===== src/design/wsi_pkg.sv =====
`timescale 1ns / 1ps
// ----------------------------------------------------------------------------
// wsi_pkg
// Shared widths, types and command/status bundles of the waypoint
// segment interpolator.
// ----------------------------------------------------------------------------
package wsi_pkg;

  // Coordinate width (two's complement Q15.16 at the default).
  localparam int CoordBits = 32;
  localparam int NumAxes   = 3;
  // Width of the inserted-point count; the divisor N + 1 takes one bit more.
  localparam int NBits     = 6;
  localparam int DivBits   = NBits + 1;
  // Step counter covers the divider iterations and the inserted points.
  localparam int CntBits   = ($clog2(CoordBits) > NBits) ? $clog2(CoordBits) : NBits;

  localparam logic [NBits-1:0] PointsBetweenReset = NBits'(10);

  typedef logic [CoordBits-1:0] coord_t;

  // Commands from the controller to the datapath.
  typedef struct packed {
    logic accept;       // capture a new point and load the divider
    logic div_step;     // one restoring-division iteration on every axis
    logic setup;        // turn quotient/remainder into floor step and fraction
    logic emit_interp;  // advance the position and present an inserted point
    logic emit_last;    // present the new point and make it the previous one
  } wsi_cmd_t;

  // Status from the datapath to the controller.
  typedef struct packed {
    logic             out_free;  // output register can take an item this cycle
    logic [NBits-1:0] points;    // configured number of inserted points
  } wsi_status_t;

endpackage


===== src/design/wsi_ctrl.sv =====
`timescale 1ns / 1ps
// ----------------------------------------------------------------------------
// wsi_ctrl
// Sequencer of the interpolator: accepts a point, runs the divider and the
// inserted points with a prior point held and N > 0, then emits the new point.
// ----------------------------------------------------------------------------
module wsi_ctrl
  import wsi_pkg::*;
(
  input  logic        clk_i,
  input  logic        rst_ni,
  input  logic        in_valid_i,
  output logic        in_ready_o,
  input  wsi_status_t status_i,
  output wsi_cmd_t    cmd_o
);

  localparam logic [2:0] StIdle  = 3'd0;
  localparam logic [2:0] StDiv   = 3'd1;
  localparam logic [2:0] StSetup = 3'd2;
  localparam logic [2:0] StEmit  = 3'd3;
  localparam logic [2:0] StLast  = 3'd4;

  localparam logic [CntBits-1:0] DivLastCnt = CntBits'(CoordBits - 1);

  logic [2:0]         state_q, state_d;
  logic [CntBits-1:0] cnt_q, cnt_d;
  logic               have_prev_q, have_prev_d;

  assign in_ready_o = (state_q == StIdle);

  // Next-state and command decode.
  always_comb begin
    state_d     = state_q;
    cnt_d       = cnt_q;
    have_prev_d = have_prev_q;
    cmd_o       = '0;
    case (state_q)
      StIdle: begin
        if (in_valid_i) begin
          cmd_o.accept = 1'b1;
          cnt_d        = '0;
          if (have_prev_q && (status_i.points != '0)) begin
            state_d = StDiv;
          end else begin
            state_d = StLast;
          end
        end
      end
      StDiv: begin
        cmd_o.div_step = 1'b1;
        cnt_d          = cnt_q + 1'b1;
        if (cnt_q == DivLastCnt) begin
          state_d = StSetup;
        end
      end
      StSetup: begin
        cmd_o.setup = 1'b1;
        cnt_d       = CntBits'(1);
        state_d     = StEmit;
      end
      StEmit: begin
        if (status_i.out_free) begin
          cmd_o.emit_interp = 1'b1;
          cnt_d             = cnt_q + 1'b1;
          if (cnt_q == CntBits'(status_i.points)) begin
            state_d = StLast;
          end
        end
      end
      StLast: begin
        if (status_i.out_free) begin
          cmd_o.emit_last = 1'b1;
          have_prev_d     = 1'b1;
          state_d         = StIdle;
        end
      end
      default: begin
        state_d = StIdle;
      end
    endcase
  end

  // Control registers.
  always_ff @(posedge clk_i or negedge rst_ni) begin
    if (!rst_ni) begin
      state_q     <= StIdle;
      cnt_q       <= '0;
      have_prev_q <= 1'b0;
    end else begin
      state_q     <= state_d;
      cnt_q       <= cnt_d;
      have_prev_q <= have_prev_d;
    end
  end

endmodule


===== src/design/wsi_datapath.sv =====
`timescale 1ns / 1ps
// ----------------------------------------------------------------------------
// wsi_datapath
// Per-axis divider, floor-step accumulator, point registers, the
// configuration register and the output register.
// ----------------------------------------------------------------------------
module wsi_datapath
  import wsi_pkg::*;
(
  input  logic                          clk_i,
  input  logic                          rst_ni,
  input  wsi_cmd_t                      cmd_i,
  output wsi_status_t                   status_o,
  input  logic                          cfg_we_i,
  input  logic [NBits-1:0]              cfg_wdata_i,
  input  logic [NumAxes*CoordBits-1:0]  in_data_i,
  output logic [NumAxes*CoordBits-1:0]  out_data_o,
  output logic                          out_interp_o,
  output logic                          out_last_o,
  output logic                          out_valid_o,
  input  logic                          out_ready_i
);

  logic [NBits-1:0]   points_q;
  logic [DivBits-1:0] div_q;

  coord_t             new_q  [NumAxes];
  coord_t             prev_q [NumAxes];
  coord_t             pos_q  [NumAxes];
  coord_t             step_q [NumAxes];
  coord_t             mag_q  [NumAxes];
  logic               neg_q  [NumAxes];
  logic [NBits-1:0]   rem_q  [NumAxes];
  logic [NBits-1:0]   frac_q [NumAxes];
  logic [NBits-1:0]   accr_q [NumAxes];
  coord_t             outc_q [NumAxes];
  logic               out_interp_q, out_last_q, out_valid_q;

  coord_t             in_c      [NumAxes];
  coord_t             mag_init  [NumAxes];
  logic               neg_init  [NumAxes];
  coord_t             mag_next  [NumAxes];
  logic [NBits-1:0]   rem_next  [NumAxes];
  logic [DivBits-1:0] trial     [NumAxes];
  logic [DivBits-1:0] trial_sub [NumAxes];
  coord_t             step_init [NumAxes];
  logic [NBits-1:0]   frac_init [NumAxes];
  logic [DivBits-1:0] frac_sub  [NumAxes];
  logic [DivBits-1:0] acc_sum   [NumAxes];
  logic [DivBits-1:0] acc_sub   [NumAxes];
  logic               carry     [NumAxes];
  logic [NBits-1:0]   accr_next [NumAxes];
  coord_t             pos_next  [NumAxes];

  assign status_o.out_free = !out_valid_q || out_ready_i;
  assign status_o.points   = points_q;

  // Per-axis arithmetic: magnitude of the delta, one restoring-division
  // step, floor correction of the quotient and the running position.
  always_comb begin
    for (int a = 0; a < NumAxes; a++) begin
      in_c[a]     = in_data_i[a*CoordBits +: CoordBits];
      neg_init[a] = $signed(in_c[a]) < $signed(prev_q[a]);
      mag_init[a] = neg_init[a] ? (prev_q[a] - in_c[a]) : (in_c[a] - prev_q[a]);

      trial[a]     = {rem_q[a], mag_q[a][CoordBits-1]};
      trial_sub[a] = trial[a] - div_q;
      mag_next[a]  = {mag_q[a][CoordBits-2:0], trial[a] >= div_q};
      rem_next[a]  = (trial[a] >= div_q) ? trial_sub[a][NBits-1:0] : trial[a][NBits-1:0];

      // A negative delta with a remainder rounds one further down.
      frac_sub[a] = div_q - {1'b0, rem_q[a]};
      if (!neg_q[a]) begin
        step_init[a] = mag_q[a];
        frac_init[a] = rem_q[a];
      end else if (rem_q[a] == '0) begin
        step_init[a] = -mag_q[a];
        frac_init[a] = '0;
      end else begin
        step_init[a] = ~mag_q[a];
        frac_init[a] = frac_sub[a][NBits-1:0];
      end

      acc_sum[a]   = {1'b0, accr_q[a]} + {1'b0, frac_q[a]};
      acc_sub[a]   = acc_sum[a] - div_q;
      carry[a]     = acc_sum[a] >= div_q;
      accr_next[a] = carry[a] ? acc_sub[a][NBits-1:0] : acc_sum[a][NBits-1:0];
      pos_next[a]  = pos_q[a] + step_q[a] + CoordBits'(carry[a]);

      out_data_o[a*CoordBits +: CoordBits] = outc_q[a];
    end
  end

  assign out_interp_o = out_interp_q;
  assign out_last_o   = out_last_q;
  assign out_valid_o  = out_valid_q;

  // Configuration register and output valid flag.
  always_ff @(posedge clk_i or negedge rst_ni) begin
    if (!rst_ni) begin
      points_q    <= PointsBetweenReset;
      out_valid_q <= 1'b0;
    end else begin
      if (cfg_we_i) begin
        points_q <= cfg_wdata_i;
      end
      if (cmd_i.emit_interp || cmd_i.emit_last) begin
        out_valid_q <= 1'b1;
      end else if (out_ready_i) begin
        out_valid_q <= 1'b0;
      end
    end
  end

  // Payload registers.
  always_ff @(posedge clk_i) begin
    if (cmd_i.accept) begin
      div_q <= {1'b0, points_q} + DivBits'(1);
    end
    for (int a = 0; a < NumAxes; a++) begin
      if (cmd_i.accept) begin
        new_q[a] <= in_c[a];
        mag_q[a] <= mag_init[a];
        neg_q[a] <= neg_init[a];
        rem_q[a] <= '0;
      end
      if (cmd_i.div_step) begin
        mag_q[a] <= mag_next[a];
        rem_q[a] <= rem_next[a];
      end
      if (cmd_i.setup) begin
        step_q[a] <= step_init[a];
        frac_q[a] <= frac_init[a];
        accr_q[a] <= '0;
        pos_q[a]  <= prev_q[a];
      end
      if (cmd_i.emit_interp) begin
        accr_q[a] <= accr_next[a];
        pos_q[a]  <= pos_next[a];
        outc_q[a] <= pos_next[a];
      end
      if (cmd_i.emit_last) begin
        outc_q[a] <= new_q[a];
        prev_q[a] <= new_q[a];
      end
    end
    if (cmd_i.emit_interp) begin
      out_interp_q <= 1'b1;
      out_last_q   <= 1'b0;
    end
    if (cmd_i.emit_last) begin
      out_interp_q <= 1'b0;
      out_last_q   <= 1'b1;
    end
  end

endmodule


===== src/design/waypoint_segment_interpolator_unit.sv =====
`timescale 1ns / 1ps
// ----------------------------------------------------------------------------
// waypoint_segment_interpolator_unit
// Inserts evenly spaced 3D waypoints between consecutive input points.
// ----------------------------------------------------------------------------
// Each accepted item is a new point; if a previous point is held and N (the
// points_between register) is nonzero, the unit emits N inserted points
// prev + floor((new - prev) * i / (N + 1)), i = 1..N, flagged in tuser, then
// the new point itself with tlast. An item passes through these steps:
// accept, CoordBits (32) iterations of the per-axis restoring divider that
// splits the delta into a floor step and a remainder, setup of the
// accumulators, one step per inserted point and one for the new point; the
// emit steps wait while the output register is full. The first point, or
// any point with N = 0, skips the divider and setup. The next item is
// accepted while the final result still waits in the output register.
// ----------------------------------------------------------------------------
module waypoint_segment_interpolator_unit
  import wsi_pkg::*;
(
  input  logic                         clk_i,
  input  logic                         rst_ni,
  // Configuration: points_between.
  input  logic                         cfg_we_i,
  input  logic [NBits-1:0]             cfg_wdata_i,
  // Input items.
  input  logic                         s_axis_tvalid_i,
  output logic                         s_axis_tready_o,
  // tdata: x_coord, y_coord, z_coord (lowest bits first)
  input  logic [NumAxes*CoordBits-1:0] s_axis_tdata_i,
  // Result items.
  output logic                         m_axis_tvalid_o,
  input  logic                         m_axis_tready_i,
  // tdata: out_x, out_y, out_z (lowest bits first)
  output logic [NumAxes*CoordBits-1:0] m_axis_tdata_o,
  // tuser: is_interpolated
  output logic                         m_axis_tuser_o,
  output logic                         m_axis_tlast_o
);

  wsi_cmd_t    cmd;
  wsi_status_t status;

  // Sequencer.
  wsi_ctrl u_ctrl (
    .clk_i      (clk_i),
    .rst_ni     (rst_ni),
    .in_valid_i (s_axis_tvalid_i),
    .in_ready_o (s_axis_tready_o),
    .status_i   (status),
    .cmd_o      (cmd)
  );

  // Arithmetic and storage.
  wsi_datapath u_datapath (
    .clk_i        (clk_i),
    .rst_ni       (rst_ni),
    .cmd_i        (cmd),
    .status_o     (status),
    .cfg_we_i     (cfg_we_i),
    .cfg_wdata_i  (cfg_wdata_i),
    .in_data_i    (s_axis_tdata_i),
    .out_data_o   (m_axis_tdata_o),
    .out_interp_o (m_axis_tuser_o),
    .out_last_o   (m_axis_tlast_o),
    .out_valid_o  (m_axis_tvalid_o),
    .out_ready_i  (m_axis_tready_i)
  );

`ifndef SYNTH
  // One item is worked on at a time: after an accept the input side closes.
  assert property (@(posedge clk_i) disable iff (!rst_ni)
    s_axis_tvalid_i && s_axis_tready_o |=> !s_axis_tready_o)
    else $error("input accepted while an item is still in work");

  // An inserted point never closes the run of results.
  assert property (@(posedge clk_i) disable iff (!rst_ni)
    m_axis_tvalid_o && m_axis_tuser_o |-> !m_axis_tlast_o)
    else $error("inserted point marked last");

  // The sequencer only issues an emit when the output register is free.
  assert property (@(posedge clk_i) disable iff (!rst_ni)
    (cmd.emit_interp || cmd.emit_last) |-> status.out_free)
    else $error("result overwritten before it was taken");
`endif

endmodule

===== config.mk =====
export PLATFORM = sky130hd
export DESIGN_NAME = waypoint_segment_interpolator_unit
export DESIGN_NICKNAME = d
export VERILOG_FILES = /design/src/design/wsi_pkg.sv /design/src/design/wsi_ctrl.sv /design/src/design/wsi_datapath.sv /design/src/design/waypoint_segment_interpolator_unit.sv
export SDC_FILE = /design/constraint.sdc
export NUM_CORES = 2
export LEC_CHECK = 0
export ABC_CLOCK_PERIOD_IN_PS = 13600
export BUFFER_PORTS_ARGS = -buffer_cell sky130_fd_sc_hd__clkbuf_2
export CAP_MARGIN = 20
export CORE_MARGIN = 3
export CORE_UTILIZATION = 40
export CTS_CLUSTER_DIAMETER = 100
export DETAILED_ROUTE_END_ITERATION = 8
export PLACE_DENSITY = 0.66
export SLEW_MARGIN = 40
export SYNTH_ARGS = -nofsm -noshare
export SYNTH_HDL_FRONTEND = slang
export SYNTH_HIERARCHICAL = 1
export SYNTH_SLANG_ARGS = --single-unit

===== constraint.sdc =====
create_clock -name clk_i -period 13.6 [get_ports clk_i]
set_input_delay 3.4 -clock clk_i [delete_from_list [all_inputs] [get_ports clk_i]]
set_output_delay 3.4 -clock clk_i [all_outputs]
set_load 0.005 [all_outputs]

# Word level (Yosys, flattened, before mapping)
# Memories as Yosys holds them, arrays and structs flattened.
# Cells that the tools add are included.
[totals]
reg_bits = 26
ramBits = 633
inputBits = 107
out_inout_bits = 100
word_cells = 164
n_memories = 10
[classes]
n_addsub = 29
magnitude_cmp = 9
eq_ne = 11
mux = 65
bitwise_logic = 18
n_reduce_logical = 14
[mem_list]
columns = ["memory", "depth", "word_bits", "rd", "rd_clocked_by_memory_dff", "write_ports", "line", "rtl"]
rows = [
  ["u_datapath.mag_q", 3, 32, 3, 0, 3, "wsi_datapath.sv:31", "coord_t mag_q [NumAxes];"],
  ["u_datapath.new_q", 3, 32, 3, 0, 3, "wsi_datapath.sv:27", "coord_t new_q [NumAxes];"],
  ["u_datapath.outc_q", 3, 32, 3, 0, 3, "wsi_datapath.sv:36", "coord_t outc_q [NumAxes];"],
  ["u_datapath.pos_q", 3, 32, 3, 0, 3, "wsi_datapath.sv:29", "coord_t pos_q [NumAxes];"],
  ["u_datapath.prev_q", 3, 32, 3, 0, 3, "wsi_datapath.sv:28", "coord_t prev_q [NumAxes];"],
  ["u_datapath.step_q", 3, 32, 3, 0, 3, "wsi_datapath.sv:30", "coord_t step_q [NumAxes];"],
  ["4 more memories", "--", "--", "--", "--", "--", "--", ""],
]
[ops]
columns = ["cell", "count"]
rows = [
  ["$mux W32", 18],
  ["$sub A32 B32 Y32", 6],
  ["$mux W6", 20],
  ["$add A32 B1 Y32", 3],
  ["$add A32 B32 Y32", 3],
  ["$lt A32 B32 Y1", 3],
  ["$neg A32 Y32", 3],
  ["$not A32 Y32", 3],
  ["$sub A6 B6 Y6", 9],
  ["$ge A7 B7 Y1", 6],
  ["$pmux W6 S4", 1],
  ["$add A6 B6 Y7", 3],
  ["$mux W1", 19],
  ["$logic_not A6 Y1", 3],
  ["$mux W3", 6],
  ["$or A1 B1 Y1", 15],
  ["$pmux W3 S5", 1],
  ["$add A6 B1 Y7 const B", 1],
  ["$add A6 B1 Y6 const B", 1],
  ["$eq A3 B2 Y1 const B", 2],
  ["$eq A6 B5 Y1 const B", 1],
  ["$eq A6 B6 Y1", 1],
  ["$ne A2 B2 Y1 const B", 3],
  ["$reduce_bool A6 Y1", 1],
  ["other kinds (12)", 14],
]

# Longest topological paths before layout
[depth]
word_depth = 7
mapped_depth = 27
depth_no_buf = 26

# Hierarchy
# The synthesis kept the hierarchy.
[modules_own_cells]
columns = ["module", "instances", "cells_each", "area_each_um2", "seq_area_each_um2"]
rows = [
  ["wsi_datapath", 1, 4208, 42907.4, 19436.1],
  ["wsi_ctrl", 1, 82, 726.9, 250.2],
]

# Worst setup path after synthesis
# Ideal clock, no wire load.
[synth_path]
kind = "input to register"
startpoint = "input m_axis_tready_i"
endpoint = "memory u_datapath/outc_q[0][0] (netlist name) (enable)"
setup_time_ns = 0.458
arrival_ns = 13.407
required_time_ns = 13.142
path_slack_ns = -0.265
cell_stages = 8
path_buffers = 3
cell_sequence = "nand2b_1 -> nand2_1 -> nor3_1 -> clkbuf_1 -> inv_2 -> buf_1 -> clkbuf_1 -> nand2_1"
[synth_lines]
columns = ["element", "line", "rtl"]
rows = [
  ["start: declaration", "waypoint_segment_interpolator_unit.sv:32", "input logic m_axis_tready_i,"],
  ["end: declaration", "wsi_datapath.sv:36", ""],
]

==> summary.md <==
| Metric | Value |
|---|---|
| Switching Power | `2390 uW` |
| Startpoint of the worst register-to-register path | `u_datapath/div_q[1]$_DFFE_PP_` |
| Average footprint of a synthesized cell | `between 10 and 15 um^2` |
| Commonest cells in the synthesized netlist | `edfxtp_1, nand2_1, ha_1` |
| Signed area change from the synthesized netlist to the final layout | `12.4%` |
| Final std cells w/o fill | `slightly below 6k` |
| Crit path max-delay family | `compound AO/OA/AOI/OAI gates` |
| Class of the most critical hold timing path | `reg2reg` |
| Internal power component | `5090 uW` |
| Hold Fails Final Rpt | `0` |
| Average detailed-routed wire length per instance | `~20 um` |
| Largest fanout on the critical path | `12` |
| Endpoint kind of the worst setup timing path | `flop` |
| Share of cells above drive strength 1 | `0.113` |
| Sequential group share of total power | `0.408` |
| Initial core utilization | `0.405` |
| Startpoint of the tightest hold check path | `u_datapath/new_q[0][55]$_DFFE_PP_` |
| Achievable Freq | `141 MHz` |
| Total DRC errors in the routed layout | `0` |
| Number of primary I/O pins | `slightly above 200` |
| Post-layout nets | `roughly 4.9k` |
| R2R depth | `22` |
| Buffering stage count on the worst path with inverters included | `2` |
| Die boundary height | `approximately 340 um` |
| Area share of the leading cell type in the synthesized netlist | `0.440` |
| Pre-Repair DR Iteration Count | `5` |
| Number of vias per cell | `around 5.5` |
| Crit path arrival time | `about 7.4 ns` |
| Final GP Congestion | `0.912` |
| Run status | `complete, no violations` |
| Cell total after placement | `approximately 5.7k` |
| Number of clock buffers inserted by TritonCTS | `84` |
| Worst Hold Endpoint | `u_datapath/prev_q[0][55]$_DFFE_PP_` |
| Crit path max-delay cell type | `inv_1` |
| Crit share post-route | `0.521` |
| Clk buf depth | `3` |
| Number of cell rows | `between 100 and 150` |
| Synth area leader | `edfxtp_1` |
| Count of flip-flops with a built-in enable after synthesis | `640` |
| Biggest cell delay along the critical path | `0.67 ns` |
| Total of fill cells in the finished design | `roughly 10k` |
| Die area | `between 100000 and 150000 um^2` |
| Internal reg-to-reg setup slack | `about 6.5 ns` |
| Clock transition at the register clock pins on the worst setup and hold paths after CTS | `0.06 ns` |
| Share of the yosys chip area belonging to registers | `0.451` |
| Remaining Overflow, GRT | `0` |
| Logic gate share of total power | `0.266` |
| Clock Sinks | `~660` |
| Fraction of power spent switching nets | `0.320` |
| Synth warn | `6` |
| Largest net degree at the start of global routing | `159` |
| Asr flop ratio synth | `0.0258` |
| Max H-tree Level | `3` |
| Worst clock skew | `0.0359 ns` |
| Initial antenna violation count | `4` |
| Most instantiated library cell after synthesis | `edfxtp_1` |
| Max-cap violations | `0` |
| Antenna-violating nets left | `0` |
| Worst Hold Path Cells | `0` |
| RR Endpoint | `u_datapath/outc_q[0][31]$_DFFE_PP_` |
| Number of buffers added on ports | `206` |
| Synthesis-stage register bit count | `between 600 and 700` |
| Via count of the routed design | `between 30k and 40k` |
| Total power per unit cell area | `approximately 150 nW/um^2` |
| Predominant post-synthesis flop cell | `edfxtp_1` |
| Critical path's most frequent cell | `a21o_1` |
| Via count of the first global-routing pass | `around 32k` |
| Overall Power | `7480 uW` |
| Worst hold-check slack | `0.434 ns` |
| Detailed router's first-iteration violation count | `between 2k and 2.5k` |
| Clock share of power | `0.327` |
| Placed wire-length estimate after detailed placement | `84.8 mm` |
| Wire length of the first global-routing pass | `between 150 and 200 mm` |
| Total of hold buffers inserted after clock tree synthesis | `0` |
| Total wire length | `116 mm` |
| Post-cts resize count | `0` |
| Peak supply drop | `0.110 mV` |
| Fin crit period | `7.09 ns` |
| Root Buffer | `clkbuf_16` |
| Leakage | `a little under 0.02 uW` |
| Startpoint class of the critical path | `flop` |
| Clock tree from TritonCTS | `done` |
| Worst setup path category | `reg2reg` |
| Worst-margin pin slew | `0.862 ns` |
| Synthesized instance count | `between 4k and 5k` |
| Main area contributors after synthesis | `edfxtp_1, ha_1, xnor2_1` |
| CP Cell Sequence | `inv_1, ha_1, a21o_1, a21o_1, a21o_1, a21oi_1, o21ai_0, a21o_1, a21o_1, inv_1, fa_1, nor2b_1, o21ai_0, a21boi_0, o41ai_2, o21ai_1, o31a_1, a41oi_2, o21ai_1, a311oi_1, mux2i_1, o31ai_1` |
| Post-synthesis cell type count | `98` |
| Post-CTS repair timing setup buffer count | `0` |
| RSZ-0062 raised after global routing | `false` |
| Die X | `around 340 um` |
| Worst skew pair latency | `~0.66 ns` |
| Relative slew slack | `0.424` |
| Area of the core region | `about 110000 um^2` |
| Data required time at the worst endpoint | `approximately 14 ns` |
| Slew Viols, Final | `0` |
| Nets in the synthesized netlist | `between 4k and 5k` |
| Overall routing resource usage | `0.202` |
| Post-route setup TNS | `0 ns` |
| Cell area after synthesis | `43600 um^2` |
| Final count of negative-setup-slack endpoints | `0` |
[registers in the layout, indices dropped and copies added (netlist names), 96 cells and up]
signal,count
u_datapath/mag_q,96
u_datapath/new_q,96
u_datapath/outc_q,96
u_datapath/pos_q,96
u_datapath/prev_q,96
u_datapath/step_q,96
[metal layers]
layer,GRT usage,routed length (um),vias to the layer above
met4,0.0633,3520,0
li1,-,-,15900
met1,0.275,53700,15700
met3,0.0261,5190,179
met2,0.334,54000,787
met5,0,0,-
[worst max path at each step]
stage	start	end	slack [ns]	cells past startpoint
floorplan	u_ctrl/state_q[0]$_DFFE_PN0P_	u_datapath/accr_q[0][0]$_SDFFCE_PN0P_	2.55	4
global placement	s_axis_tdata_i[34]	u_datapath/mag_q[1][16]$_DFFE_PP_	6.05	17
detailed placement	s_axis_tdata_i[34]	u_datapath/mag_q[1][16]$_DFFE_PP_	6.02	17
CTS	u_datapath/div_q[1]$_DFFE_PP_	u_datapath/pos_q[1][28]$_DFFE_PP_	6.48	23
global route	u_datapath/div_q[1]$_DFFE_PP_	u_datapath/pos_q[1][28]$_DFFE_PP_	5.95	23
finish	u_datapath/div_q[1]$_DFFE_PP_	u_datapath/outc_q[0][31]$_DFFE_PP_	6.51	22
[power by group through the flow]
stage               sequential [uW]  clock (uW)  combinational, uW
floorplan                      3000           0               1470
global placement               3080           0               1940
detailed placement             3090           0               1980
CTS                            3050        2520               1990
global route                   3090        2580               2220
finish                         3050        2440               1990
[layout by cell type, fill, tap and decap left out, types with 14 or more instances in the layout]
master,n
ha_1,359
o21a_1,27
xor2_1,93
a21o_1,159
inv_1,333
nand2b_1,54
nand4_1,31
o21bai_1,39
nor2_1,231
mux2_2,67
bufinv_16,20
buf_4,17
fa_1,24
or4_1,19
a211oi_1,39
nand2_1,415
mux2i_1,81
o22ai_1,18
clkbuf_16,85
edfxtp_1,640
or3_1,27
xnor2_1,230
nor3_1,43
o21ai_0,349
o21ai_1,23
clkinv_2,14
o31ai_1,36
o211ai_1,20
clkbuf_2,206
dfrtp_1,15
nor2b_1,43
and2_1,14
nand3_1,61
and3_1,31
a21oi_1,340
o41ai_1,17
a31oi_1,30
[logic make-up (layout without fill, tap and decap cells)]
| group | after synthesis | after routing | share of synthesized area |
|---|---|---|---|
| buffers and inverters | 513 | 719 | 0.0461 |
| DFF | 659 | 659 | 0.451 |
| muxes | 148 | 148 | 0.0359 |
| other | 0 | 3 | 0 |
| adders and majority gates | 383 | 383 | 0.114 |
| AOI/OAI and AO/OA | 1225 | 1225 | 0.176 |
| xor gates and xnor gates | 323 | 323 | 0.0648 |
| and+or+nand+nor | 1039 | 1039 | 0.112 |
[layout make-up]
type                    count  area [um^2]  share of cell area
multi-input cells        3118        22000               0.449
clock buffers              95         2190              0.0448
flip-flops and latches    659        19700               0.401
repair buffers            232         1290              0.0264
well taps                1403         1760              0.0358
diodes                      3         7.51            0.000153
inverters                 339         1280              0.0260
clock inverters            53          823              0.0168
[stage by stage]
stage	cell area, um^2	utilization	setup WS, ns
after floorplan	43600	-	2.55
final	49000	0.456	6.51
after detailed placement	46000	0.427	6.02
after global placement	45900	0.427	6.05
after global routing	49000	0.455	5.95
after CTS	49000	0.455	6.48
Power figures use the tool's default switching activity.
